**src/hw/rtl/bpfm_pkg.sv**
```systemverilog
// ----------------------------------------------------------------------------
// bpfm_pkg
// Shared constants, opcodes and command types of the frame manager.
// ----------------------------------------------------------------------------
package bpfm_pkg;

	localparam int FRAMES    = 16;
	localparam int PIN_MAX   = 255;
	localparam int FIDX_W    = $clog2(FRAMES);
	localparam int LEN_W     = $clog2(FRAMES + 1);
	localparam int PIN_W     = $clog2(PIN_MAX + 1);
	localparam int PAGE_W    = 31;
	localparam int IDX_OUT_W = 4;

	typedef enum logic [1:0] {
		OP_PIN   = 2'd0,
		OP_UNPIN = 2'd1,
		OP_FLUSH = 2'd2,
		OP_FREE  = 2'd3
	} opcode_t;

	typedef struct packed {
		logic load;
		logic inc;
		logic dec;
		logic dirty_val;
	} frame_cmd_t;

	typedef struct packed {
		logic rm_en;
		logic push_head;
		logic push_tail;
	} list_cmd_t;

endpackage

```
**src/hw/rtl/bpfm_frame_cell.sv**
```systemverilog
// ----------------------------------------------------------------------------
// bpfm_frame_cell
// One page frame: tag, valid, pin count, dirty; passes first-hit and
// first-free search marks on to the next frame.
// ----------------------------------------------------------------------------
module bpfm_frame_cell (
	input  logic                       clk,
	input  logic                       arst_n,
	input  logic [bpfm_pkg::PAGE_W-1:0] page,
	input  logic                       sel,
	input  bpfm_pkg::frame_cmd_t       cmd,
	input  logic                       hit_in,
	input  logic                       free_in,
	output logic                       hit_out,
	output logic                       free_out,
	output logic                       hit_first,
	output logic                       free_first,
	output logic [bpfm_pkg::PAGE_W-1:0] tag,
	output logic                       valid,
	output logic [bpfm_pkg::PIN_W-1:0]  pin,
	output logic                       dirty
);
	import bpfm_pkg::*;

	logic [PAGE_W-1:0] tag_q;
	logic              valid_q;
	logic [PIN_W-1:0]  pin_q;
	logic              dirty_q;
	logic              match;
	logic              is_free;

	assign match      = valid_q && (tag_q == page);
	assign is_free    = !valid_q && (pin_q == '0) && !dirty_q;
	assign hit_first  = match && !hit_in;
	assign free_first = is_free && !free_in;
	assign hit_out    = hit_in || match;
	assign free_out   = free_in || is_free;
	assign tag        = tag_q;
	assign valid      = valid_q;
	assign pin        = pin_q;
	assign dirty      = dirty_q;

	always_ff @(posedge clk) begin
		if (sel && cmd.load) begin
			tag_q <= page;
		end
	end

	always_ff @(posedge clk or negedge arst_n) begin
		if (!arst_n) begin
			valid_q <= 1'b0;
			pin_q   <= '0;
			dirty_q <= 1'b0;
		end else if (sel) begin
			if (cmd.load) begin
				valid_q <= 1'b1;
				pin_q   <= PIN_W'(1);
				dirty_q <= 1'b0;
			end else if (cmd.inc) begin
				pin_q <= pin_q + PIN_W'(1);
			end else if (cmd.dec) begin
				pin_q   <= pin_q - PIN_W'(1);
				dirty_q <= cmd.dirty_val;
			end
		end
	end

endmodule

```
**src/hw/rtl/bpfm_list_cell.sv**
```systemverilog
// ----------------------------------------------------------------------------
// bpfm_list_cell
// One slot of a candidate list; shifts towards the head on removal and
// towards the tail on a head push.
// ----------------------------------------------------------------------------
module bpfm_list_cell (
	input  logic                       clk,
	input  bpfm_pkg::list_cmd_t        cmd,
	input  logic                       active,
	input  logic                       tail_here,
	input  logic [bpfm_pkg::FIDX_W-1:0] rm_val,
	input  logic [bpfm_pkg::FIDX_W-1:0] push_val,
	input  logic [bpfm_pkg::FIDX_W-1:0] prev_entry,
	input  logic [bpfm_pkg::FIDX_W-1:0] next_entry,
	input  logic                       seen_in,
	output logic                       seen_out,
	output logic [bpfm_pkg::FIDX_W-1:0] entry
);
	import bpfm_pkg::*;

	logic [FIDX_W-1:0] entry_q;

	assign seen_out = seen_in || (cmd.rm_en && active && (entry_q == rm_val));
	assign entry    = entry_q;

	always_ff @(posedge clk) begin
		if (cmd.rm_en && seen_out) begin
			entry_q <= next_entry;
		end else if (cmd.push_head) begin
			entry_q <= prev_entry;
		end else if (cmd.push_tail && tail_here) begin
			entry_q <= push_val;
		end
	end

endmodule

```
**src/hw/rtl/buffer_pool_frame_manager_top.sv**
```systemverilog
// The result word is registered after the lookup and execute steps.
// An unpin that drops the pin count to zero queues the frame in an extra push step.
// A new word is taken only in idle, after lookup, execute and any list push step.
// A result waiting on the output holds the execute step.
// Reset: arst_n clears valid, pin and dirty bits, list lengths and the sequencer.
// ----------------------------------------------------------------------------
// buffer_pool_frame_manager_top
// Buffer pool frame manager with pin counts, a hated MRU stack and a
// loved LRU queue, built as rows of frame cells and list slot cells.
// ----------------------------------------------------------------------------
module buffer_pool_frame_manager_top (
	input  logic                        clk,
	input  logic                        arst_n,
	input  logic                        in_valid,
	output logic                        in_ready,
	input  logic [1:0]                  opcode,
	input  logic [bpfm_pkg::PAGE_W-1:0] page_id,
	input  logic                        skip_read,
	input  logic                        mark_dirty,
	input  logic                        hate_hint,
	output logic                        out_valid,
	input  logic                        out_ready,
	output logic                        status,
	output logic [bpfm_pkg::IDX_OUT_W-1:0] frame_index,
	output logic                        write_back,
	output logic [bpfm_pkg::PAGE_W-1:0] write_page_id,
	output logic                        read_in,
	output logic                        deallocate
);
	import bpfm_pkg::*;

	typedef enum logic [3:0] {
		S_IDLE = 4'b0001,
		S_LOOK = 4'b0010,
		S_EXEC = 4'b0100,
		S_PUSH = 4'b1000
	} state_t;

	state_t state_q;

	logic [1:0]        op_q;
	logic [PAGE_W-1:0] page_q;
	logic              skip_q;
	logic              mdirty_q;
	logic              hate_q;
	logic              hit_q;
	logic [FIDX_W-1:0] f_q;
	logic              free_ok_q;
	logic [FIDX_W-1:0] free_idx_q;
	logic [LEN_W-1:0]  hlen_q;
	logic [LEN_W-1:0]  llen_q;

	logic              out_valid_q;
	logic              status_q;
	logic [FIDX_W-1:0] idx_q;
	logic              wb_q;
	logic [PAGE_W-1:0] wpage_q;
	logic              rd_q;
	logic              dealloc_q;

	logic [PAGE_W-1:0] fr_tag   [FRAMES];
	logic              fr_valid [FRAMES];
	logic [PIN_W-1:0]  fr_pin   [FRAMES];
	logic              fr_dirty [FRAMES];
	logic [FRAMES:0]   hit_chain;
	logic [FRAMES:0]   free_chain;
	logic [FRAMES-1:0] hit_oh;
	logic [FRAMES-1:0] free_oh;
	logic [FIDX_W-1:0] hit_idx;
	logic [FIDX_W-1:0] free_idx;

	logic [FIDX_W-1:0] h_entry [FRAMES];
	logic [FIDX_W-1:0] l_entry [FRAMES];
	logic [FRAMES:0]   h_seen;
	logic [FRAMES:0]   l_seen;

	frame_cmd_t        fcmd;
	logic [FIDX_W-1:0] ftgt;
	list_cmd_t         hcmd;
	list_cmd_t         lcmd;
	logic [FIDX_W-1:0] h_rm;
	logic [FIDX_W-1:0] l_rm;

	logic              out_free;
	logic              go;
	logic              fail;
	logic [FIDX_W-1:0] idx;
	logic              wb;
	logic [PAGE_W-1:0] wpage;
	logic              rd;
	logic              dealloc;
	logic              need_push;
	logic [FIDX_W-1:0] v;

	assign in_ready      = (state_q == S_IDLE);
	assign out_free      = !out_valid_q || out_ready;
	assign go            = (state_q == S_EXEC) && out_free;
	assign out_valid     = out_valid_q;
	assign status        = status_q;
	assign frame_index   = IDX_OUT_W'(idx_q);
	assign write_back    = wb_q;
	assign write_page_id = wpage_q;
	assign read_in       = rd_q;
	assign deallocate    = dealloc_q;

	assign hit_chain[0]  = 1'b0;
	assign free_chain[0] = 1'b0;
	assign h_seen[0]     = 1'b0;
	assign l_seen[0]     = 1'b0;

	for (genvar i = 0; i < FRAMES; i++) begin : g_frame
		bpfm_frame_cell u_cell (
			.clk        (clk),
			.arst_n     (arst_n),
			.page       (page_q),
			.sel        (ftgt == FIDX_W'(i)),
			.cmd        (fcmd),
			.hit_in     (hit_chain[i]),
			.free_in    (free_chain[i]),
			.hit_out    (hit_chain[i+1]),
			.free_out   (free_chain[i+1]),
			.hit_first  (hit_oh[i]),
			.free_first (free_oh[i]),
			.tag        (fr_tag[i]),
			.valid      (fr_valid[i]),
			.pin        (fr_pin[i]),
			.dirty      (fr_dirty[i])
		);
	end

	for (genvar i = 0; i < FRAMES; i++) begin : g_list
		bpfm_list_cell u_hated (
			.clk        (clk),
			.cmd        (hcmd),
			.active     (LEN_W'(i) < hlen_q),
			.tail_here  (LEN_W'(i) == hlen_q),
			.rm_val     (h_rm),
			.push_val   (f_q),
			.prev_entry ((i == 0) ? f_q : h_entry[(i == 0) ? 0 : i-1]),
			.next_entry ((i == FRAMES-1) ? h_entry[i] : h_entry[(i == FRAMES-1) ? i : i+1]),
			.seen_in    (h_seen[i]),
			.seen_out   (h_seen[i+1]),
			.entry      (h_entry[i])
		);
		bpfm_list_cell u_loved (
			.clk        (clk),
			.cmd        (lcmd),
			.active     (LEN_W'(i) < llen_q),
			.tail_here  (LEN_W'(i) == llen_q),
			.rm_val     (l_rm),
			.push_val   (f_q),
			.prev_entry ((i == 0) ? f_q : l_entry[(i == 0) ? 0 : i-1]),
			.next_entry ((i == FRAMES-1) ? l_entry[i] : l_entry[(i == FRAMES-1) ? i : i+1]),
			.seen_in    (l_seen[i]),
			.seen_out   (l_seen[i+1]),
			.entry      (l_entry[i])
		);
	end

	always_comb begin
		hit_idx  = '0;
		free_idx = '0;
		for (int i = 0; i < FRAMES; i++) begin
			if (hit_oh[i]) hit_idx = hit_idx | FIDX_W'(i);
			if (free_oh[i]) free_idx = free_idx | FIDX_W'(i);
		end
	end

	always_comb begin
		fail      = 1'b0;
		idx       = '0;
		wb        = 1'b0;
		wpage     = '0;
		rd        = 1'b0;
		dealloc   = 1'b0;
		need_push = 1'b0;
		v         = free_idx_q;
		fcmd      = '0;
		ftgt      = f_q;
		hcmd      = '0;
		lcmd      = '0;
		h_rm      = f_q;
		l_rm      = f_q;
		case (opcode_t'(op_q))
			OP_PIN: begin
				if (hit_q) begin
					if (fr_pin[f_q] == PIN_W'(PIN_MAX)) begin
						fail = 1'b1;
					end else begin
						fcmd.inc   = 1'b1;
						hcmd.rm_en = 1'b1;
						lcmd.rm_en = 1'b1;
						idx        = f_q;
					end
				end else begin
					if (hlen_q != '0) begin
						v          = h_entry[0];
						h_rm       = h_entry[0];
						hcmd.rm_en = 1'b1;
					end else if (llen_q != '0) begin
						v          = l_entry[0];
						l_rm       = l_entry[0];
						lcmd.rm_en = 1'b1;
					end else if (!free_ok_q) begin
						fail = 1'b1;
					end
					if (!fail) begin
						wb        = fr_valid[v] && fr_dirty[v];
						wpage     = wb ? fr_tag[v] : '0;
						rd        = !skip_q;
						fcmd.load = 1'b1;
						ftgt      = v;
						idx       = v;
					end
				end
			end
			OP_UNPIN: begin
				if (!hit_q || fr_pin[f_q] == '0) begin
					fail = 1'b1;
				end else begin
					fcmd.dec       = 1'b1;
					fcmd.dirty_val = mdirty_q;
					idx            = f_q;
					if (fr_pin[f_q] == PIN_W'(1)) begin
						hcmd.rm_en = 1'b1;
						lcmd.rm_en = 1'b1;
						need_push  = 1'b1;
					end
				end
			end
			OP_FLUSH: begin
				if (!hit_q) begin
					fail = 1'b1;
				end else begin
					wb    = 1'b1;
					wpage = page_q;
					idx   = f_q;
				end
			end
			default: begin
				if (!hit_q || fr_pin[f_q] != '0) begin
					fail = 1'b1;
				end else begin
					dealloc = fr_dirty[f_q];
					idx     = f_q;
				end
			end
		endcase
		if (!go) begin
			fcmd = '0;
			hcmd = '0;
			lcmd = '0;
		end
		if (state_q == S_PUSH) begin
			hcmd.push_head = hate_q && (hlen_q < LEN_W'(FRAMES));
			lcmd.push_tail = !hate_q && (llen_q < LEN_W'(FRAMES));
		end
	end

	always_ff @(posedge clk) begin
		if (in_valid && in_ready) begin
			op_q     <= opcode;
			page_q   <= page_id;
			skip_q   <= skip_read;
			mdirty_q <= mark_dirty;
			hate_q   <= hate_hint;
		end
		if (state_q == S_LOOK) begin
			hit_q      <= hit_chain[FRAMES];
			f_q        <= hit_idx;
			free_ok_q  <= free_chain[FRAMES];
			free_idx_q <= free_idx;
		end
		if (go) begin
			status_q  <= fail;
			idx_q     <= idx;
			wb_q      <= wb;
			wpage_q   <= wpage;
			rd_q      <= rd;
			dealloc_q <= dealloc;
		end
	end

	always_ff @(posedge clk or negedge arst_n) begin
		if (!arst_n) begin
			state_q     <= S_IDLE;
			out_valid_q <= 1'b0;
			hlen_q      <= '0;
			llen_q      <= '0;
		end else begin
			if (go) begin
				out_valid_q <= 1'b1;
			end else if (out_ready) begin
				out_valid_q <= 1'b0;
			end
			if (hcmd.rm_en && h_seen[FRAMES]) begin
				hlen_q <= hlen_q - LEN_W'(1);
			end else if (hcmd.push_head) begin
				hlen_q <= hlen_q + LEN_W'(1);
			end
			if (lcmd.rm_en && l_seen[FRAMES]) begin
				llen_q <= llen_q - LEN_W'(1);
			end else if (lcmd.push_tail) begin
				llen_q <= llen_q + LEN_W'(1);
			end
			unique case (state_q)
				S_IDLE: begin
					if (in_valid) state_q <= S_LOOK;
				end
				S_LOOK: begin
					state_q <= S_EXEC;
				end
				S_EXEC: begin
					if (out_free) begin
						state_q <= need_push ? S_PUSH : S_IDLE;
					end
				end
				S_PUSH: begin
					state_q <= S_IDLE;
				end
				default: state_q <= S_IDLE;
			endcase
		end
	end

endmodule

```
**config.mk**
```make
export PLATFORM = sky130hd
export DESIGN_NAME = buffer_pool_frame_manager_top
export DESIGN_NICKNAME = d
export VERILOG_FILES = /design/src/hw/rtl/bpfm_pkg.sv /design/src/hw/rtl/bpfm_frame_cell.sv /design/src/hw/rtl/bpfm_list_cell.sv /design/src/hw/rtl/buffer_pool_frame_manager_top.sv
export SDC_FILE = /design/constraint.sdc
export NUM_CORES = 2
export LEC_CHECK = 0
export BUFFER_PORTS_ARGS = -buffer_cell sky130_fd_sc_hd__buf_4
export CAP_MARGIN = 20
export CORE_MARGIN = 4
export CORE_UTILIZATION = 60
export DETAILED_ROUTE_END_ITERATION = 10
export PLACE_DENSITY = 0.88
export SLEW_MARGIN = 15
export SYNTH_ARGS = -nofsm -noshare
export SYNTH_HDL_FRONTEND = slang
export SYNTH_SLANG_ARGS = --single-unit
```
**constraint.sdc**
```tcl
create_clock -name clk -period 8.6 [get_ports clk]
set_input_delay 0.86 -clock clk [delete_from_list [all_inputs] [get_ports clk]]
set_output_delay 0.86 -clock clk [all_outputs]
set_load 0.005 [all_outputs]
```
==> results_dict.tcl <==
set metrics [dict create \
    grt_max_degree 132 \
    critical-path-top-delay-family "compound AO/OA/AOI/OAI gates" \
    core_mm2 0.0811 \
    placementRows 104 \
    synth_xor_area_share_pct 11.8 \
    initial_core_util_pct 60.8 \
    setup_violations 0 \
    die_x_um 295 \
    min_path_type "input pin to flip-flop" \
    power.density_mw_per_mm2 211 \
    cts_root_buffer "clkbuf_16" \
    cts_setup_buffers 0 \
    synth_top_area_share_pct 43.2 \
    synth_cells 4011 \
    hold_violations 0 \
    place_congestion 1.04 \
    cts_inserted_buffers 93 \
    antenna_found_initial 4 \
    hold-worst-slack_ps 320 \
    grt_usage_pct 34.2 \
    drt_pass1_iterations 8 \
    startpoint_type "flip-flop" \
    syn2layout_area_growth_pct 10.0 \
    rsz0062_at_grt "no" \
    port_buffers 80 \
    cp.required_ps 9130 \
    tightest_slew_ps 1180 \
    vias 36500 \
    grt-ovfl-total 0 \
    drv_cap 0 \
    synth_fa_ha_area_share_pct 3.31 \
    yosysUniqueCellTypes 94 \
    critPathBufInv 2 \
    drt-total-wl_mm 150 \
    r2r-end "g_frame[11].u_cell.pin[7]$_DFFE_PN0P_" \
    yosys-top-cells-area "edfxtp_1 (43%), xnor2_1 (10%), dfrtp_1 (8.8%)" \
    status "finished clean" \
    slowest_delay_ps 690 \
    fin_worst_skew_ps 68.3 \
    setup.worst_path.start "f_q[2]$_SDFFCE_PP1N_" \
    worstSetupEndpointType "flip-flop" \
    cts_tree "yes" \
    wire_per_inst_um 29.0 \
    synth_nets 4172 \
    synthMuxAreaShare_pct 10.7 \
    fin_crit_ps 6140 \
    die_area_mm2 0.0869 \
    tns_ps 0 \
    drive_gt1_share_pct 15.0 \
    clkLatencyLatePin_ps 710 \
    worstPathMaxFanout 58 \
    critPathMostFrequentCell "a21oi_1" \
    drc_errors 0 \
    worstPathArrival_ps 6670 \
    yosys.area_share.simple_pct 10.2 \
    dpl_worst_slack_ps 2400 \
    reg2reg_slack_ps 2460 \
    syn_area_per_cell_um2 12.3 \
    fin_crit_sh_pct 71.4 \
    antenna_left 0 \
    grt_pass1_vias 35000 \
    grt_pass1_wl_mm 224 \
    syn_area_mm2 0.0493 \
    cts_sinks 884 \
    ys.warnings.count 0 \
    path_depth 18 \
    dp_hpwl_mm 98.9 \
    postLayoutCoreUtil_pct 67.0 \
    endpoint "g_frame[11].u_cell.pin[7]$_DFFE_PN0P_" \
    r2r-start "f_q[2]$_SDFFCE_PP1N_" \
    yosysMostFrequentCell "edfxtp_1" \
    fmax_mhz 163 \
    htreeDepth 3 \
    path_clk_slew_ps 70 \
    via_per_inst 7.05 \
    boundaryPins 81 \
    ctsHoldBuffers 0 \
    synth_edf_count 709 \
    setup_ws_ps 2460 \
    synth_commonest_cells "edfxtp_1 (709), xnor2_1 (579), nand2_1 (326)" \
    ys_ff_latch 884 \
    synth_compound_area_share_pct 9.28 \
    die_height_um 295 \
    path_cells "buf_4 -> nor2b_1 -> a22oi_1 -> nand2_1 -> nand4_1 -> o211ai_1 -> nand2b_4 -> buf_4 -> ha_1 -> a21o_1 -> a21oi_1 -> o21bai_1 -> a21oi_1 -> o21bai_1 -> a21oi_1 -> mux2i_1 -> o21ai_0 -> a32o_1" \
    ys.flop_type "edfxtp_1" \
    nNetsFinal 4189 \
    relSlewSlack_pct 20.8 \
    report.final.slew_viol_count 0 \
    drtIter0Drc 6068 \
    yosys.area.top_type "edfxtp_1" \
    synth.yosys.seq_area_share_pct 52.0 \
    async_reset_ff_share_pct 19.8 \
    r2r.worst_path.cells 18 \
    vdd_ir_drop_max_uv 190 \
    cts_resized 0 \
    clockBufferDepth 3 \
    p_leak_nw 18.7 \
    path_class "flip-flop to flip-flop" \
    synth_top_family_by_area "XOR/XNOR gates" \
    crit_slowest_cell "nor2b_1" \
]
-- registers in the layout, summed over array words and instances, names as in the netlist, 2 cells and up --
signal / flops
g_frame.u_cell.dirty: 16
frame_index: 4
g_list.u_loved.entry: 64
g_frame.u_cell.tag: 496
free_idx_q: 4
state_q: 4
f_q: 4
op_q: 2
page_q: 31
g_frame.u_cell.valid: 16
g_list.u_hated.entry: 64
llen_q: 5
g_frame.u_cell.pin: 128
write_page_id: 31
hlen_q: 5
-- layer usage --
layer  track usage (%)  vias to the layer above  share of wire [%]
met5             0.277                        -              0.017
met4              18.5                        4                7.1
met3              8.82                      654                 14
met2              51.7                     3097                 44
met1              45.6                    17600                 35
li1                  -                    15100                  -
-- cells by family (layout without fill, tap and decap cells) --
group,Yosys count,count (layout)
AND/OR/NAND/NOR,1000,1000
adder cells (fa/ha/maj),121,121
flip-flops,884,884
multiplexers,315,315
buffers and inverters,342,437
XOR/XNOR,663,663
other,0,2
AO/OA/AOI/OAI,686,686
-- report_power, final --
| group | internal (mW) | switching (mW) |
|---|---|---|
| sequential | 4.88 | 0.128 |
| combinational | 0.774 | 1.47 |
| clock | 2.40 | 1.81 |
| total | 8.05 | 3.41 |
-- how the worst min path moves through the flow --
stage,from,to,slack (ps),cells past startpoint
detailed placement,skip_q$_DFFE_PP_,read_in$_SDFFCE_PP0P_,510,1
finish,page_id[9],page_q[9]$_DFFE_PP_,320,1
floorplan,f_q[0]$_SDFFCE_PP1N_,g_list[15].u_loved.entry[0]$_DFFE_PP_,420,0
global route,page_id[2],page_q[2]$_DFFE_PP_,310,1
CTS,page_id[15],page_q[15]$_DFFE_PP_,310,1
global placement,g_frame[3].u_cell.pin[2]$_DFFE_PN0P_,g_frame[3].u_cell.pin[2]$_DFFE_PN0P_,520,2
-- stage by stage --
step / power (mW) / instances / instance area, µm²
finish: 11.5 / 5168 / 54300
global route: 11.8 / 5166 / 54300
CTS: 11.4 / 5165 / 54300
detailed placement: 7.21 / 4992 / 51100
global placement: 7.16 / 4990 / 51100
floorplan: 6.50 / 4011 / 49300
-- layout make-up --
class | instances | area, µm²
fill | 5515 | 26800
sequential | 884 | 25700
multi-input combinational | 2785 | 22500
clock buffer | 130 | 2580
tap | 1060 | 1330
timing repair buffer | 160 | 1230
clock inverter | 43 | 598
inverter | 104 | 390
antenna | 2 | 5.00
-- cell usage in the layout (no fill, tap or decap), types with 11 or more instances in the layout --
cell type and instances:
a31oi_1 21, fa_1 16, mux2i_1 81, a21oi_1 197
o21ai_0 114, a21o_1 28, o41ai_1 18, nor3_1 50
o21bai_1 35, a22oi_1 19, or2_2 20, clkbuf_1 28
nand4_1 143, a32o_1 50, mux4_2 161, a211oi_1 11
nor2_1 171, nand2b_1 33, clkinv_2 13, inv_1 103
edfxtp_1 709, o22ai_1 13, nand2_1 326, buf_4 157
clkbuf_16 95, dfrtp_1 174, or4_1 11, o31ai_1 84
ha_1 105, nand3_1 51, mux2_2 68, nor2b_1 42
nor4_1 73, and2_1 13, xor2_1 84, xnor2_1 579
nor3_2 19
No activity file was read; power rests on OpenSTA's default activity.
